===== config.mk =====
export PLATFORM = sky130hd
export DESIGN_NAME = sem_queue
export DESIGN_NICKNAME = d
export VERILOG_FILES = /design/src/rtl/core/sem_pkg.sv /design/src/rtl/core/sem_queue.sv
export SDC_FILE = /design/constraint.sdc
export NUM_CORES = 1
export LEC_CHECK = 0
export ABC_AREA = 1
export BUFFER_PORTS_ARGS = -buffer_cell sky130_fd_sc_hd__clkbuf_2
export CORE_UTILIZATION = 35
export CTS_BUF_LIST = sky130_fd_sc_hd__clkbuf_4
export DETAILED_ROUTE_END_ITERATION = 16
export SLEW_MARGIN = 10
export SYNTH_ARGS = -nofsm -noshare
export SYNTH_HDL_FRONTEND = slang
export SYNTH_SLANG_ARGS = --single-unit

===== constraint.sdc =====
create_clock -name i_clk -period 14.6 [get_ports i_clk]
set_input_delay 1.46 -clock i_clk [delete_from_list [all_inputs] [get_ports i_clk]]
set_output_delay 1.46 -clock i_clk [all_outputs]
set_load 0.02 [all_outputs]

===== src/rtl/core/sem_pkg.sv =====
// Shared types, constants and gradient helpers of the Sobel edge block.
// No dependencies; every RTL module refers to it by scoped names.
package sem_pkg;

    localparam int unsigned CFG_W       = 11;     // width of each config register
    localparam int unsigned CFG_IDX_W   = 1;
    localparam logic [CFG_IDX_W-1:0] REG_WIDTH  = 1'b0;
    localparam logic [CFG_IDX_W-1:0] REG_HEIGHT = 1'b1;

    localparam int unsigned MAX_WIDTH_DEF = 1024;
    localparam int unsigned MAX_HEIGHT    = 1024;
    localparam int unsigned ROW_W         = 10;    // holds 0 .. MAX_HEIGHT-1
    localparam int unsigned MIN_DIM       = 3;

    localparam int unsigned CH_W   = 8;
    localparam int unsigned WIN_N  = 9;
    localparam int unsigned GRAD_W = 10;           // |gx|, |gy| up to 1020
    localparam int unsigned SUM_W  = 21;           // gx^2 + gy^2 up to 2080800

    // rounded root above 255 once the sum passes 255*255 + 255
    localparam logic [SUM_W-1:0] SAT_LIM = SUM_W'(65280);
    localparam logic [CH_W-1:0]  CH_MAX  = 8'hFF;

    localparam int unsigned ROOT_STEPS      = CH_W;
    localparam int unsigned ROOT_IN_W       = 2 * ROOT_STEPS;
    localparam int unsigned ROOT_W          = ROOT_IN_W + 1;
    localparam int unsigned STEPS_PER_STAGE = 2;
    localparam int unsigned ROOT_STAGES     = ROOT_STEPS / STEPS_PER_STAGE;
    localparam int unsigned ROOT_LAT        = ROOT_STAGES + 1;

    localparam int unsigned Q_DEPTH = 4;
    localparam int unsigned Q_AW    = $clog2(Q_DEPTH);

    typedef enum logic [1:0] {
        CH_RED   = 2'd0,
        CH_GREEN = 2'd1,
        CH_BLUE  = 2'd2
    } t_chan;

    typedef struct packed {
        logic [CH_W-1:0] red;
        logic [CH_W-1:0] green;
        logic [CH_W-1:0] blue;
    } t_pix;

    // index is row * 3 + column, row 0 the oldest line
    typedef t_pix [WIN_N-1:0] t_win;

    typedef struct packed {
        t_win win;
        logic done;
    } t_item;

    function automatic logic [CH_W-1:0] pix_chan(input t_pix p, input t_chan ch);
        logic [CH_W-1:0] v;
        case (ch)
            CH_RED:   v = p.red;
            CH_GREEN: v = p.green;
            CH_BLUE:  v = p.blue;
            default:  v = '0;
        endcase
        return v;
    endfunction

    function automatic logic [GRAD_W-1:0] tri_sum(input logic [CH_W-1:0] a,
                                                  input logic [CH_W-1:0] b,
                                                  input logic [CH_W-1:0] c);
        return GRAD_W'(a) + (GRAD_W'(b) << 1) + GRAD_W'(c);
    endfunction

    function automatic logic [GRAD_W-1:0] abs_diff(input logic [GRAD_W-1:0] p,
                                                   input logic [GRAD_W-1:0] n);
        return (p >= n) ? (p - n) : (n - p);
    endfunction

    // |Gx|: right column against left column
    function automatic logic [GRAD_W-1:0] grad_x(input t_win w, input t_chan ch);
        logic [GRAD_W-1:0] p, n;
        p = tri_sum(pix_chan(w[2], ch), pix_chan(w[5], ch), pix_chan(w[8], ch));
        n = tri_sum(pix_chan(w[0], ch), pix_chan(w[3], ch), pix_chan(w[6], ch));
        return abs_diff(p, n);
    endfunction

    // |Gy|: bottom row against top row
    function automatic logic [GRAD_W-1:0] grad_y(input t_win w, input t_chan ch);
        logic [GRAD_W-1:0] p, n;
        p = tri_sum(pix_chan(w[6], ch), pix_chan(w[7], ch), pix_chan(w[8], ch));
        n = tri_sum(pix_chan(w[0], ch), pix_chan(w[1], ch), pix_chan(w[2], ch));
        return abs_diff(p, n);
    endfunction

endpackage


===== src/rtl/core/sem_queue.sv =====
// Short FIFO of complete windows between the front and back ends.
// Uses sem_pkg for the item type and depth.
module sem_queue (
    input  logic           i_clk,
    input  logic           i_rst_n,
    input  logic           i_push,
    input  sem_pkg::t_item i_item,
    output logic           o_full,
    output logic           o_vld,
    output sem_pkg::t_item o_item,
    input  logic           i_pop
);

    sem_pkg::t_item             r_mem [sem_pkg::Q_DEPTH];
    logic [sem_pkg::Q_AW-1:0]   r_wp, r_rp;
    logic [sem_pkg::Q_AW:0]     r_cnt;
    logic                       do_push, do_pop;

    function automatic logic [sem_pkg::Q_AW-1:0] bump(input logic [sem_pkg::Q_AW-1:0] p);
        return (p == sem_pkg::Q_AW'(sem_pkg::Q_DEPTH - 1)) ? '0 : p + sem_pkg::Q_AW'(1);
    endfunction

    assign o_full  = r_cnt == (sem_pkg::Q_AW + 1)'(sem_pkg::Q_DEPTH);
    assign o_vld   = r_cnt != '0;
    assign o_item  = r_mem[r_rp];
    assign do_push = i_push && !o_full;
    assign do_pop  = i_pop && o_vld;

    always_ff @(posedge i_clk) begin
        if (!i_rst_n) begin
            r_wp  <= '0;
            r_rp  <= '0;
            r_cnt <= '0;
        end else begin
            if (do_push) begin
                r_wp <= bump(r_wp);
            end
            if (do_pop) begin
                r_rp <= bump(r_rp);
            end
            if (do_push && !do_pop) begin
                r_cnt <= r_cnt + (sem_pkg::Q_AW + 1)'(1);
            end else if (do_pop && !do_push) begin
                r_cnt <= r_cnt - (sem_pkg::Q_AW + 1)'(1);
            end
        end
    end

    always_ff @(posedge i_clk) begin
        if (do_push) begin
            r_mem[r_wp] <= i_item;
        end
    end

endmodule


Yosys cells after proc, flatten, opt, wreduce, memory -nomap -nowiden

Memories as Yosys holds them, arrays and structs flattened. A register that Yosys moved wholly into a read port is not among the register bits.
Cells that the tools add are included.

Input port bits: 221
Memories: 1
Logic and storage cells: 28
Register bits after elaboration: 7
RAM bits: 868
Output and inout bits: 219

Add/subtract/negate cells: 4
Muxes and demuxes: 8
Reduce and logical (&&, ||, !) cells: 9
Eq/ne operators: 3

Memories:

| memory | depth | bits a word | rd ports | clocked after Yosys merged registers in | write ports | line            | source |
|---|---|---|---|---|---|---|---|
| r_mem  | 4     | 217         | 1        | 1                                       | 1           | sem_queue.sv:14 | `sem_pkg::t_item r_mem [sem_pkg::Q_DEPTH];` |

Operators by type and width:

| operator            | count |
|---|---|
| $mux 2              | 4 |
| $mux 3              | 2 |
| $add 2x1->2 const B | 2 |
| $eq 2x2->1 const B  | 2 |
| $logic_and 1x1->1   | 4 |
| $add 3x1->3 const B | 1 |
| $eq 3x3->1 const B  | 1 |
| $logic_not 1->1     | 3 |
| $reduce_bool 3->1   | 1 |
| $sub 3x1->3 const B | 1 |
| $mux 1              | 2 |
| $reduce_bool 2->1   | 1 |

Longest topological paths before layout

Depth in word-level cells: 7
Depth in mapped cells: 13
Mapped depth without buffers: 13

Least setup slack after synthesis

No wires, ideal clock.

Path type: input -> register
Start: input i_push
End: memory r_mem[0][0] (netlist name), enable pin
Buffers on the path: 0
Slack: 3.206 ns
Data arrival time: 10.595 ns
Setup time: 0.799 ns
Data required time: 13.801 ns
Cell stages on the path: 2
Cells stage by stage: nand2_1 nor2_1

Cells in the longest elaborated chain, start to end: 3

RTL lines:

| element                      | line            | source |
|---|---|---|
| start, declared              | sem_queue.sv:6  | `input logic i_push,` |
| $logic_and 1x1->1            | sem_queue.sv:26 | `assign do_push = i_push && !o_full;` |
| $mux 1                       | sem_queue.sv:50 | `if (do_push) begin` |
| $mux 1 (not written as such) | sem_queue.sv:51 | `r_mem[r_wp] <= i_item;` |
| end, declared                | sem_queue.sv:14 |  |

No other way between the ends.

==> metrics list <==
- Run status: completed
- For this block, the routed nets add up to 77320 um of wire.
- The library cell used most frequently in the layout, excluding fill and tap cells, is sky130_fd_sc_hd__edfxtp_1.
- Max-cap check violation count: 0
- Floorplan die height: 306.1 um
- In this run the count of I/O pins placed on the die edge is 440.
- The library cells used most frequently in the layout, excluding fill and tap cells, are sky130_fd_sc_hd__edfxtp_1, sky130_fd_sc_hd__nor2_1, sky130_fd_sc_hd__clkbuf_2.
- Type of the tightest min-delay check: register to register
- TritonCTS built the clock tree.
- CTS Root Buffer Type: sky130_fd_sc_hd__clkbuf_4
* Hold Buf Count CTS: 0
- Worst-path fanout max: roughly 100
- For this configuration, the core starts out at a cell density of about a third.
- Worst-Skew Late Latency: roughly 1.1 ns
- Remaining global-route overflow: 0
* Fraction of final layout cells with drive strength greater than 1: approximately 28%
* Startpoint Class: register
- Number of clock sinks: ~900
- Synth area leader: sky130_fd_sc_hd__edfxtp_1
- Sequential elements use 81.11% of the synthesized area.
* Post-synth cell types: 21
* Fill cell instance count of the final layout: 8434
- CTS max path bufs: 3
- Number of global-route vias before repair: 20540
- Leakage power: about 0.014 uW
- Post-route DRC: 0
- At the end of the flow the core is filled with cells to 41.86%.
* Hold violation count in the final report: 0
* Post_cts resized: 0
- Mean instance size in the synthesized netlist: 14.92 um2
- On the critical path, the stage with the largest delay is an instance of sky130_fd_sc_hd__buf_4.
- Clock-pin slew was measured on the worst setup and hold paths at approximately 0.06 ns.
- The floorplan step defined a core boundary enclosing between 0.09 and 0.1 mm2.
* Count of nets after finishing: between 2000 and 3000
- The mapped netlist covers approximately 0.032 mm2.
- Timing would allow up to about 170 MHz.
- The routed layout has between 20000 and 25000 vias.
- Power spread over the standard cell area amounts to 187.2 mW/mm2.
- Synthesis inferred just under 900 register bits.
- Synthesized netlist net count: around 2400
* Drt wl/cell: about 19 um
- Port Buffers: 439
* Share of the synthesized area in the top cell type: about 81%
- The critical path is of the register to output port type.
- STA puts the critical path data required time at ~13 ns.
* Vias per inst: roughly 5
- For this run, the number of Yosys warnings is 0.
* WP data arrival: approximately 4.5 ns
- In this run the core area contains approximately 110 standard-cell rows.
- Global Route Usage Sum: between 15 and 20%
* RSZ-0062 raised after global routing: false
- STA classifies the critical path endpoint as an output port.
* Global-route wire length before repair: 116300 um
- Shortest clock period the worst path allows after layout: between 5 and 6 ns
- The cell that appears most often on the critical path is sky130_fd_sc_hd__buf_4.
- Ranking of synthesized cells by area: sky130_fd_sc_hd__edfxtp_1, sky130_fd_sc_hd__nor2_1, sky130_fd_sc_hd__o21ai_0, sky130_fd_sc_hd__o22ai_1, sky130_fd_sc_hd__o21ai_1
- After layout, the design draws a total of 7181 uW.
* Pre-antenna DRT Iters: 5
- The critical path contains buffers and inverters numbering 3 combined.
- Routability Congestion: around 0.75
* HPWL reported at the end of detailed placement: about 43000 um
- ANT nets after route: 0
* Setup TNS Final: 0 ns
- Post-CTS timing repair inserted 0 buffers for setup.
- The final critical path takes up between 40% and 50% of the cycle.
- At the pin with the least slew margin, the transition time is between 1 and 1.5 ns.
- The worst pin sits at a relative slew slack of 30.90%.
- Gate family responsible for the most delay along the worst path: buffers and inverters
* Initial antenna violation count: 18
* Setup clock skew after layout: around 0.066 ns
- Die Span X: about 310 um
- Number of max-slew violations in the final report: 0
- Final Non-Filler Cells: roughly 4000
* Endpoints failing setup: 0
- Total placed cells including tap cells: 3677
- Iter 0 DRT Violations: between 1500 and 2000
- Area overhead of the layout relative to synthesis: 18.59%
* IR drop worst, VDD: around 0.18 mV
- The largest single stage delay on the critical path is between 0.9 and 1 ns.
- The H-tree was split into 4 levels.
- Num CTS Buffers: 213
- Post-Synthesis Cells: 2169
- Cell-by-cell listing of the critical path: buf_4, buf_4, o21ai_0, o22ai_1, clkbuf_2
- Area enclosed by the die boundary: between 0.09 and 0.1 mm2
* Pin count of the biggest net entering global routing: 175
logic make-up (layout without fill, tap and decap cells):
group	after synthesis	after routing	share of synthesized area [%]
AND/OR/NAND/NOR	469	469	5.464
other	0	9	0
buffers and inverters	161	851	2.162
AO/OA/AOI/OAI	655	655	10.97
flip-flops	877	877	81.11
adder cells (fa/ha/maj)	7	7	0.2939
stage by stage:
step / hold slack [ns] / setup slack (ns) / area (um2)
2_1_floorplan: 0.4801 / 3.206 / 32360
6_report: 0.5324 / 8.603 / 38370
3_5_place_dp: 0.5213 / 9.680 / 35680
4_1_cts: 0.3630 / 8.400 / 38350
3_3_place_gp: 0.4892 / 9.744 / 35680
5_1_grt: 0.4311 / 8.191 / 38360
registers in the layout, indices dropped and copies added, names as in the netlist, named ones only:
register	flops
r_cnt	3
r_mem	868
r_wp	2
r_rp	2
per-layer routing:
layer	up-vias	GRT usage [%]	wire length, um
met4	20	7.442	1909
met3	146	6.401	7038
met1	9960	18.68	30140
li1	9472	-	-
met5	-	0	133
met2	694	26.57	38090
cell usage after synthesis:
library cell and number:
sky130_fd_sc_hd__buf_6 3, sky130_fd_sc_hd__dfxtp_1 9, sky130_fd_sc_hd__buf_4 5, sky130_fd_sc_hd__o21ai_0 336, sky130_fd_sc_hd__o22ai_1 217, sky130_fd_sc_hd__clkinv_1 1
sky130_fd_sc_hd__inv_1 16, sky130_fd_sc_hd__nor2_1 451, sky130_fd_sc_hd__buf_2 41, sky130_fd_sc_hd__nand3b_1 1, sky130_fd_sc_hd__inv_2 1, sky130_fd_sc_hd__a21oi_1 2
sky130_fd_sc_hd__nand4_1 1, sky130_fd_sc_hd__o21ai_1 100, sky130_fd_sc_hd__ha_1 6, sky130_fd_sc_hd__clkbuf_1 92, sky130_fd_sc_hd__nand3_1 1, sky130_fd_sc_hd__nand2_1 15
sky130_fd_sc_hd__clkbuf_2 2, sky130_fd_sc_hd__fa_1 1, sky130_fd_sc_hd__edfxtp_1 868
path summary, 6_finish.rpt:
check	cells after the start	end	slack (ns)	start
max	5	o_item[94]	8.60	register
min	4	r_rp[1]	0.53	r_rp[1]
max reg2reg	7	r_mem[2][98]	10.72	r_cnt[0]
min reg2reg	4	r_rp[1]	0.53	r_rp[1]
power by group:
| part | leakage [uW] | internal, uW | switching [uW] |
|---|---|---|---|
| registers | 0.00803 | 3070 | 96.0 |
| clock network | 0.00158 | 1020 | 928 |
| logic | 0.00391 | 552 | 1510 |
| total | 0.0135 | 4640 | 2540 |
layout make-up:
| cell class | instances | area (um2) | area share (%) |
|---|---|---|---|
| multi-input combinational | 1131 | 5443 | 14.18 |
| antenna | 9 | 22.52 | 0.05869 |
| inverter | 18 | 80.08 | 0.2087 |
| tap | 1186 | 1484 | 3.867 |
| sequential | 877 | 26250 | 68.42 |
| clock buffer | 311 | 2335 | 6.085 |
| timing repair buffer | 465 | 2417 | 6.300 |
| clock inverter | 57 | 337.8 | 0.8804 |
worst reg2reg max path, stage by stage, from the launching register on:
cell and delay, ns:
sky130_fd_sc_hd__dfxtp_1 0.39, sky130_fd_sc_hd__nor2_1 0.08, sky130_fd_sc_hd__nand2_1 0.13, sky130_fd_sc_hd__nand2_1 0.29, sky130_fd_sc_hd__nor2_4 0.16, sky130_fd_sc_hd__buf_4 0.67, sky130_fd_sc_hd__buf_4 0.78, sky130_fd_sc_hd__buf_4 0.87
Note: power is estimated with default switching activity, not from simulation.
