$ cat src/rtl/core/sem_pkg.sv
// Shared types, constants and gradient helpers of the Sobel edge block.
// No dependencies; every RTL module refers to it by scoped names.
package sem_pkg;

    localparam int unsigned CFG_W       = 11;     // width of each config register
    localparam int unsigned CFG_IDX_W   = 1;
    localparam logic [CFG_IDX_W-1:0] REG_WIDTH  = 1'b0;
    localparam logic [CFG_IDX_W-1:0] REG_HEIGHT = 1'b1;

    localparam int unsigned MAX_WIDTH_DEF = 1024;
    localparam int unsigned MAX_HEIGHT    = 1024;
    localparam int unsigned ROW_W         = 10;    // holds 0 .. MAX_HEIGHT-1
    localparam int unsigned MIN_DIM       = 3;

    localparam int unsigned CH_W   = 8;
    localparam int unsigned WIN_N  = 9;
    localparam int unsigned GRAD_W = 10;           // |gx|, |gy| up to 1020
    localparam int unsigned SUM_W  = 21;           // gx^2 + gy^2 up to 2080800

    // rounded root above 255 once the sum passes 255*255 + 255
    localparam logic [SUM_W-1:0] SAT_LIM = SUM_W'(65280);
    localparam logic [CH_W-1:0]  CH_MAX  = 8'hFF;

    localparam int unsigned ROOT_STEPS      = CH_W;
    localparam int unsigned ROOT_IN_W       = 2 * ROOT_STEPS;
    localparam int unsigned ROOT_W          = ROOT_IN_W + 1;
    localparam int unsigned STEPS_PER_STAGE = 2;
    localparam int unsigned ROOT_STAGES     = ROOT_STEPS / STEPS_PER_STAGE;
    localparam int unsigned ROOT_LAT        = ROOT_STAGES + 1;

    localparam int unsigned Q_DEPTH = 4;
    localparam int unsigned Q_AW    = $clog2(Q_DEPTH);

    typedef enum logic [1:0] {
        CH_RED   = 2'd0,
        CH_GREEN = 2'd1,
        CH_BLUE  = 2'd2
    } t_chan;

    typedef struct packed {
        logic [CH_W-1:0] red;
        logic [CH_W-1:0] green;
        logic [CH_W-1:0] blue;
    } t_pix;

    // index is row * 3 + column, row 0 the oldest line
    typedef t_pix [WIN_N-1:0] t_win;

    typedef struct packed {
        t_win win;
        logic done;
    } t_item;

    function automatic logic [CH_W-1:0] pix_chan(input t_pix p, input t_chan ch);
        logic [CH_W-1:0] v;
        case (ch)
            CH_RED:   v = p.red;
            CH_GREEN: v = p.green;
            CH_BLUE:  v = p.blue;
            default:  v = '0;
        endcase
        return v;
    endfunction

    function automatic logic [GRAD_W-1:0] tri_sum(input logic [CH_W-1:0] a,
                                                  input logic [CH_W-1:0] b,
                                                  input logic [CH_W-1:0] c);
        return GRAD_W'(a) + (GRAD_W'(b) << 1) + GRAD_W'(c);
    endfunction

    function automatic logic [GRAD_W-1:0] abs_diff(input logic [GRAD_W-1:0] p,
                                                   input logic [GRAD_W-1:0] n);
        return (p >= n) ? (p - n) : (n - p);
    endfunction

    // |Gx|: right column against left column
    function automatic logic [GRAD_W-1:0] grad_x(input t_win w, input t_chan ch);
        logic [GRAD_W-1:0] p, n;
        p = tri_sum(pix_chan(w[2], ch), pix_chan(w[5], ch), pix_chan(w[8], ch));
        n = tri_sum(pix_chan(w[0], ch), pix_chan(w[3], ch), pix_chan(w[6], ch));
        return abs_diff(p, n);
    endfunction

    // |Gy|: bottom row against top row
    function automatic logic [GRAD_W-1:0] grad_y(input t_win w, input t_chan ch);
        logic [GRAD_W-1:0] p, n;
        p = tri_sum(pix_chan(w[6], ch), pix_chan(w[7], ch), pix_chan(w[8], ch));
        n = tri_sum(pix_chan(w[0], ch), pix_chan(w[1], ch), pix_chan(w[2], ch));
        return abs_diff(p, n);
    endfunction

endpackage

$ cat src/rtl/core/sem_root.sv
// Pipelined integer square root, two result bits per stage, with a range flag.
// Uses sem_pkg; returns floor root and remainder for rounding downstream.
module sem_root (
    input  logic                       i_clk,
    input  logic                       i_en,
    input  logic [sem_pkg::SUM_W-1:0]  i_sum,
    output logic                       o_sat,
    output logic [sem_pkg::ROOT_STEPS-1:0] o_res,
    output logic [sem_pkg::ROOT_STEPS:0]   o_rem
);

    localparam int unsigned RW = sem_pkg::ROOT_W;
    localparam int unsigned NS = sem_pkg::ROOT_STAGES;

    logic [RW-1:0] r_rem [NS+1];
    logic [RW-1:0] r_res [NS+1];
    logic          r_sat [NS+1];

    // one digit: try subtracting res + bit, shift the partial root
    function automatic logic [2*RW-1:0] root_step(input logic [RW-1:0] rem,
                                                  input logic [RW-1:0] res,
                                                  input int unsigned   i);
        logic [RW-1:0] b, t, nrem, nres;
        b = RW'(1) << (2 * (sem_pkg::ROOT_STEPS - 1 - i));
        t = res + b;
        if (rem >= t) begin
            nrem = rem - t;
            nres = (res >> 1) + b;
        end else begin
            nrem = rem;
            nres = res >> 1;
        end
        return {nrem, nres};
    endfunction

    always_ff @(posedge i_clk) begin
        if (i_en) begin
            r_sat[0] <= i_sum > sem_pkg::SAT_LIM;
            r_rem[0] <= RW'(i_sum[sem_pkg::ROOT_IN_W-1:0]);
            r_res[0] <= '0;
        end
    end

    for (genvar g = 0; g < NS; g++) begin : g_stage
        logic [RW-1:0] c_rem, c_res;

        always_comb begin
            c_rem = r_rem[g];
            c_res = r_res[g];
            for (int unsigned k = 0; k < sem_pkg::STEPS_PER_STAGE; k++) begin
                {c_rem, c_res} = root_step(c_rem, c_res, g * sem_pkg::STEPS_PER_STAGE + k);
            end
        end

        always_ff @(posedge i_clk) begin
            if (i_en) begin
                r_rem[g+1] <= c_rem;
                r_res[g+1] <= c_res;
                r_sat[g+1] <= r_sat[g];
            end
        end
    end

    assign o_sat = r_sat[NS];
    assign o_res = r_res[NS][sem_pkg::ROOT_STEPS-1:0];
    assign o_rem = r_rem[NS][sem_pkg::ROOT_STEPS:0];

endmodule

$ cat src/rtl/core/sem_back.sv
// Back end: gradients, squared magnitude, rounded root and output register.
// Uses sem_pkg and sem_root; the whole pipe holds while the output stalls.
module sem_back (
    input  logic           i_clk,
    input  logic           i_rst_n,
    input  logic           i_q_vld,
    input  sem_pkg::t_item i_q_item,
    output logic           o_pop,
    output logic           o_out_valid,
    input  logic           i_out_stall,
    output sem_pkg::t_pix  o_edge,
    output logic           o_done
);

    localparam int unsigned NC = 3;
    localparam int unsigned GW = sem_pkg::GRAD_W;
    localparam int unsigned LT = sem_pkg::ROOT_LAT;

    logic en;

    logic                        r1_vld, r1_done;
    logic [GW-1:0]               r1_ax [NC];
    logic [GW-1:0]               r1_ay [NC];
    logic                        r2_vld, r2_done;
    logic [sem_pkg::SUM_W-1:0]   r2_sum [NC];
    logic [LT-1:0]               r_vpipe, r_dpipe;

    logic                             rt_sat [NC];
    logic [sem_pkg::ROOT_STEPS-1:0]   rt_res [NC];
    logic [sem_pkg::ROOT_STEPS:0]     rt_rem [NC];
    logic [sem_pkg::CH_W-1:0]         rnd    [NC];

    logic                       r_out_vld, r_out_done;
    logic [sem_pkg::CH_W-1:0]   r_out [NC];

    assign en    = !(r_out_vld && i_out_stall);
    assign o_pop = en && i_q_vld;

    always_ff @(posedge i_clk) begin
        if (!i_rst_n) begin
            r1_vld    <= 1'b0;
            r2_vld    <= 1'b0;
            r_vpipe   <= '0;
            r_out_vld <= 1'b0;
        end else if (en) begin
            r1_vld    <= i_q_vld;
            r2_vld    <= r1_vld;
            r_vpipe   <= {r_vpipe[LT-2:0], r2_vld};
            r_out_vld <= r_vpipe[LT-1];
        end
    end

    always_ff @(posedge i_clk) begin
        if (en) begin
            r1_done    <= i_q_item.done;
            r2_done    <= r1_done;
            r_dpipe    <= {r_dpipe[LT-2:0], r2_done};
            r_out_done <= r_dpipe[LT-1];
        end
    end

    for (genvar c = 0; c < NC; c++) begin : g_chan
        logic [2*GW-1:0] sqx, sqy;

        assign sqx = (2*GW)'(r1_ax[c]) * (2*GW)'(r1_ax[c]);
        assign sqy = (2*GW)'(r1_ay[c]) * (2*GW)'(r1_ay[c]);

        always_ff @(posedge i_clk) begin
            if (en) begin
                r1_ax[c]  <= sem_pkg::grad_x(i_q_item.win, sem_pkg::t_chan'(c));
                r1_ay[c]  <= sem_pkg::grad_y(i_q_item.win, sem_pkg::t_chan'(c));
                r2_sum[c] <= sem_pkg::SUM_W'(sqx) + sem_pkg::SUM_W'(sqy);
            end
        end

        sem_root u_root (
            .i_clk (i_clk),
            .i_en  (en),
            .i_sum (r2_sum[c]),
            .o_sat (rt_sat[c]),
            .o_res (rt_res[c]),
            .o_rem (rt_rem[c])
        );

        // round up when the remainder passes the floor root
        assign rnd[c] = rt_sat[c] ? sem_pkg::CH_MAX :
                        rt_res[c] + sem_pkg::CH_W'(rt_rem[c] > (sem_pkg::ROOT_STEPS + 1)'(rt_res[c]));

        always_ff @(posedge i_clk) begin
            if (en) begin
                r_out[c] <= rnd[c];
            end
        end
    end

    assign o_out_valid  = r_out_vld;
    assign o_done       = r_out_done;
    assign o_edge.red   = r_out[sem_pkg::CH_RED];
    assign o_edge.green = r_out[sem_pkg::CH_GREEN];
    assign o_edge.blue  = r_out[sem_pkg::CH_BLUE];

endmodule

$ cat config.mk
export PLATFORM = sky130hd
export DESIGN_NAME = sem_back
export DESIGN_NICKNAME = d
export VERILOG_FILES = /design/src/rtl/core/sem_pkg.sv /design/src/rtl/core/sem_root.sv /design/src/rtl/core/sem_back.sv
export SDC_FILE = /design/constraint.sdc
export NUM_CORES = 2
export LEC_CHECK = 0
export ABC_AREA = 0
export BUFFER_PORTS_ARGS = -buffer_cell sky130_fd_sc_hd__buf_4
export CAP_MARGIN = 20
export CORE_UTILIZATION = 45
export DETAILED_ROUTE_END_ITERATION = 12
export HOLD_SLACK_MARGIN = 0.03
export PLACE_DENSITY_LB_ADDON = 0.15
export SYNTH_ARGS = -nofsm -noshare
export SYNTH_HDL_FRONTEND = slang
export SYNTH_HIERARCHICAL = 1
export SYNTH_SLANG_ARGS = --single-unit
$ cat constraint.sdc
create_clock -name i_clk -period 18.96 [get_ports i_clk]
set_input_delay 2.844 -clock i_clk [delete_from_list [all_inputs] [get_ports i_clk]]
set_output_delay 2.844 -clock i_clk [all_outputs]
set_load 0.05 [all_outputs]
# Word-level counts from Yosys, hierarchy flattened
# Memory sizes are Yosys's and may differ from the RTL's.
# Cells that the tools add are included.
[totals]
register_bits = 16
ram_bits = 672
input_bits = 221
out_inout_bits = 27
n_memories = 13
[memory_table]
columns = ["name", "depth", "width", "rd", "rd_clocked_by_memory_dff", "wr", "line_no", "text"]
rows = [
  ["g_chan[0].u_root.r_rem", 5, 17, 5, 0, 5, "sem_root.sv:15", "logic [RW-1:0] r_rem [NS+1];"],
  ["g_chan[0].u_root.r_res", 5, 17, 5, 0, 5, "sem_root.sv:16", "logic [RW-1:0] r_res [NS+1];"],
  ["g_chan[1].u_root.r_rem", 5, 17, 5, 0, 5, "sem_root.sv:15", ""],
  ["g_chan[1].u_root.r_res", 5, 17, 5, 0, 5, "sem_root.sv:16", ""],
  ["g_chan[2].u_root.r_rem", 5, 17, 5, 0, 5, "sem_root.sv:15", ""],
  ["g_chan[2].u_root.r_res", 5, 17, 5, 0, 5, "sem_root.sv:16", ""],
  ["+7 memories", "n/a", "n/a", "n/a", "n/a", "n/a", "n/a", ""],
]
[classes]
addsub = 114
n_mul = 6
order_cmp = 36
mux = 82
n_reduce_logical = 3
[ops]
columns = ["op", "count"]
rows = [
  ["17-bit two-way mux", 48],
  ["17-bit greater-or-equal comparator", 24],
  ["17-bit subtractor", 24],
  ["8-bit two-way mux", 27],
  ["10-bit by 8-bit adder with 10-bit output", 12],
  ["8-bit by 9-bit adder with 10-bit output", 12],
  ["10-bit by 10-bit multiplier with 20-bit output", 6],
  ["10-bit subtractor", 12],
  ["20-bit by 20-bit adder with 21-bit output", 3],
  ["21-bit by 16-bit > comparator with 1-bit output, second input constant", 3],
  ["10-bit greater-or-equal comparator", 6],
  ["10-bit two-way mux", 6],
  ["16-bit by 1-bit adder with 17-bit output, second input constant", 3],
  ["16-bit by 11-bit adder with 17-bit output, second input constant", 3],
  ["16-bit by 13-bit adder with 17-bit output, second input constant", 3],
  ["16-bit by 15-bit adder with 17-bit output, second input constant", 3],
  ["16-bit by 3-bit adder with 17-bit output, second input constant", 3],
  ["16-bit by 5-bit adder with 17-bit output, second input constant", 3],
  ["16-bit by 7-bit adder with 17-bit output, second input constant", 3],
  ["16-bit by 9-bit adder with 17-bit output, second input constant", 3],
  ["17-bit by 1-bit adder with 17-bit output, second input constant", 3],
  ["17-bit by 11-bit adder with 17-bit output, second input constant", 3],
  ["17-bit by 13-bit adder with 17-bit output, second input constant", 3],
  ["17-bit by 15-bit adder with 17-bit output, second input constant", 3],
  ["9 further kinds", 22],
]

# Depth between registers and ports, before layout
# An unclocked memory read counts as a cell.
[depth]
word_depth = 7
mapped_depth = 24
depth_no_buf = 23

# Hierarchy
# The synthesis kept the hierarchy.
[modules_own_cells]
columns = ["mod", "instances", "cells_per_inst", "area_each_um2", "seq_area_each_um2"]
rows = [
  ["sem_back", 1, 3394, 32952.9, 4814.6],
  ["sem_root (g_chan[0].u_root ...)", 2, 588, 6277.3, 3032.9],
  ["sem_root (g_chan[2].u_root)", 1, 590, 6288.5, 3032.9],
]

# Worst setup path after synthesis
# Ideal clock, no wire load.
[synth_timing]
kind = "input -> output"
from = "input i_out_stall"
to = "output o_pop"
arrival_time_ns = 15.145
slack_ns = 0.971
path_stages = 4
n_path_buf = 1
cell_sequence = "and2_1 clkbuf_1 clkinv_1 and2_1"
[synth_between]
elab_chain_len = 3
[synth_rtl]
columns = ["item", "line_no", "text"]
rows = [
  ["start: declaration", "sem_back.sv:10", "input logic i_out_stall,"],
  ["1-bit logical AND", "sem_back.sv:36", "assign en = !(r_out_vld && i_out_stall);"],
  ["1-bit logical NOT", "sem_back.sv:36", ""],
  ["net en", "sem_back.sv:19", "logic en;"],
  ["1-bit logical AND", "sem_back.sv:37", "assign o_pop = en && i_q_vld;"],
  ["end: declaration", "sem_back.sv:8", "output logic o_pop,"],
]
# The timed path passes the listed nets, and every way through them passes these cells.

==> results.json <==
{
  "status": "finished, violations left",
  "violations": "design-rule violations",
  "postRouteAntennaNets": 0,
  "cts_hold_buf": 0,
  "rsz0062_at_grt": "false",
  "gr-total-overflow": 0,
  "htree_levels": 2,
  "cp_top_family": "adder cells",
  "async_flop_share": 0,
  "die_area_um2": 116500,
  "synth_cell_types": 95,
  "grt_max_degree": 171,
  "drt_iter0_drc": 1687,
  "cts_buffers": 55,
  "vias": 35212,
  "drcViolationCount": 2,
  "fmax_mhz": 144.1,
  "wl_um": 102700,
  "syn_inst": 5160,
  "cts_sinks": 466,
  "crit_path_top_delay_cell": "nor2b_2",
  "final_common_cell": "inv_1",
  "cts-resized-gates": 0,
  "mostFrequentLayoutCells": "inv_1 (840), ha_1 (652), fa_1 (496)",
  "clock_latency_ns": 0.64,
  "antenna_found_initial": 1,
  "row_count": 124,
  "utilization": 0.4959,
  "io_pins": 248,
  "cts_setup_buffers": 0,
  "syn-cell-area_um2": 51800,
  "path_cells": "buf_4 -> fa_1 -> ha_1 -> fa_1 -> a21o_1 -> a21oi_1 -> o21bai_1 -> a21oi_1 -> xnor2_1 -> inv_1 -> ha_1 -> a21o_1 -> a21o_1 -> a21oi_1 -> nor2b_2 -> mux2i_1 -> xor2_1",
  "synth_top_area_cell": "edfxtp_1",
  "grt.total_usage": 0.1794,
  "vias_per_cell": 5.131,
  "ys_top_cells_by_area": "edfxtp_1 (27%), fa_1 (19%), ha_1 (16%), inv_1 (6.1%), xnor2_1 (3.8%)",
  "yosysSeqAreaShare": 0.2686,
  "syn_avg_cell_area_um2": 10.04,
  "critPathBufInv": 2,
  "chipWidth_um": 341.3,
  "grt_pass1_vias": 35975,
  "wl_per_cell_um": 14.97,
  "fin_nets": 6675,
  "final.period_utilization": 0.3660,
  "start_util": 0.4536,
  "place_congestion": 0.8681,
  "crit_path_start_kind": "input port",
  "cpPeakStageDelay_ns": 0.58,
  "fin_tns_setup_ns": 0,
  "syn-num-nets": 6529,
  "place_hpwl_um": 86280,
  "drtPass1Iterations": 9,
  "clk_pin_slew_ns": 0.06,
  "hold_viol_final": 0,
  "worstPathRequired_ns": 19.32,
  "layout_min_cycle_time_ns": 6.940,
  "io_buffers": 223,
  "hold_class": "reg2reg",
  "clockBufferDepth": 3,
  "clock_skew_ns": 0.02496,
  "grt_pass1_wl_um": 174800,
  "drv_slew": 0,
  "area_growth_pct": 9.327,
  "setup_viol": 0,
  "cts_tree": "built",
  "clock_tree.root_cell": "clkbuf_16",
  "arrival_ns": 7.30,
  "synth_edf_count": 458,
  "critPathKind": "in2reg",
  "worstSetupEndpointType": "register",
  "drive_gt1_frac": 0.07682,
  "core_area_um2": 114200,
  "hold_ws_ns": 0.4152,
  "diodes": 0,
  "worstMarginPinSlew_ns": 0.9392,
  "instances_no_fill": 6862,
  "die_h_um": 341.3,
  "post-synth-top-area-fraction": 0.2655,
  "cp_max_fo": 13,
  "ys_ff_latch": 466,
  "dp_cells": 6761,
  "synth-main-ff-cell": "edfxtp_1",
  "cap_violations": 0,
  "yosys_warnings": 6,
  "relSlewSlack": 0.3681
}
## cell usage after synthesis (15+ instances only)
master and instances:
inv_1 840, ha_1 652, fa_1 496, edfxtp_1 458, nand2_1 307, a21oi_1 297, nor2_1 274, xnor2_1 224
and2_1 150, o21ai_0 131, nor3_1 127, xor2_1 110, a21o_1 98, clkbuf_1 85, nand3_1 67, nand2b_1 62
mux2i_1 58, o21a_1 56, nor4_1 48, nor2b_1 43, nand4_1 33, a211oi_1 31, and3_1 31, buf_4 31
or3_1 28, o211ai_1 26, o21ai_1 26, a31oi_1 24, o21bai_1 24, buf_2 20, or2_2 20, o31ai_1 18
nand4b_1 15
## layout make-up
| type | count | area, um2 |
|---|---|---|
| Clock buffer | 59 | 1391 |
| Tap cell | 1512 | 1892 |
| Sequential cell | 466 | 13910 |
| Multi-Input combinational cell | 3701 | 33990 |
| Inverter | 850 | 3213 |
| Clock inverter | 42 | 471.7 |
| Fill cell | 10586 | 57560 |
| Timing Repair Buffer | 232 | 1754 |
## state kept, by name, summed over array words and instances (netlist names), 5 cells and up
| signal | flops |
|---|---|
| r_dpipe | 5 |
| g_chan.u_root/r_res | 60 |
| r_vpipe | 5 |
| r1_ax | 30 |
| g_chan.u_root/r_rem | 228 |
| r1_ay | 30 |
| g_chan.u_root/r_sat | 15 |
| r_out | 24 |
| r2_sum | 63 |
## layer usage
layer,wire [um],up-vias,track usage
li1,-,17794,-
met1,47540,16838,0.2395
met4,1667,0,0.03578
met2,50660,476,0.3154
met3,2877,104,0.01806
met5,0,-,0
## cell families (layout without fill, tap and decap cells)
kind of cell	count (synthesis)	in the layout	share of synthesized area
compound gates	868	868	0.1091
buf+inv	993	1183	0.07513
mux	75	75	0.01512
fa+ha+maj	1148	1148	0.3492
flops	466	466	0.2686
simple gates	1276	1276	0.1264
xor+xnor	334	334	0.05648
## stage by stage
| stage | setup slack, ns | cell area (um2) |
|---|---|---|
| final | 12.02 | 56630 |
| after global placement | 11.40 | 54750 |
| after detailed placement | 11.50 | 54760 |
| after CTS | 12.00 | 56630 |
| after global routing | 11.60 | 56630 |
| after floorplan | 0.9706 | 51800 |
## worst paths after layout
path,startpoint,cells past startpoint,endpoint,slack (ns)
max reg2reg,r1_ay[0][7]$_DFFE_PN_,21,r2_sum[0][18]$_DFFE_PN_,12.08
min,g_chan[2].u_root/r_sat[0][0]$_DFFE_PP_,0,g_chan[2].u_root/r_sat[0][1]$_DFFE_PP_,0.42
max,i_q_item[146],17,r1_ay[0][22]$_DFFE_PN_,12.02
min reg2reg,g_chan[2].u_root/r_sat[0][0]$_DFFE_PP_,0,g_chan[2].u_root/r_sat[0][1]$_DFFE_PP_,0.42
Power is not shown: default switching activity piles up to over one toggle a cycle in this logic, so the estimate is an artifact.
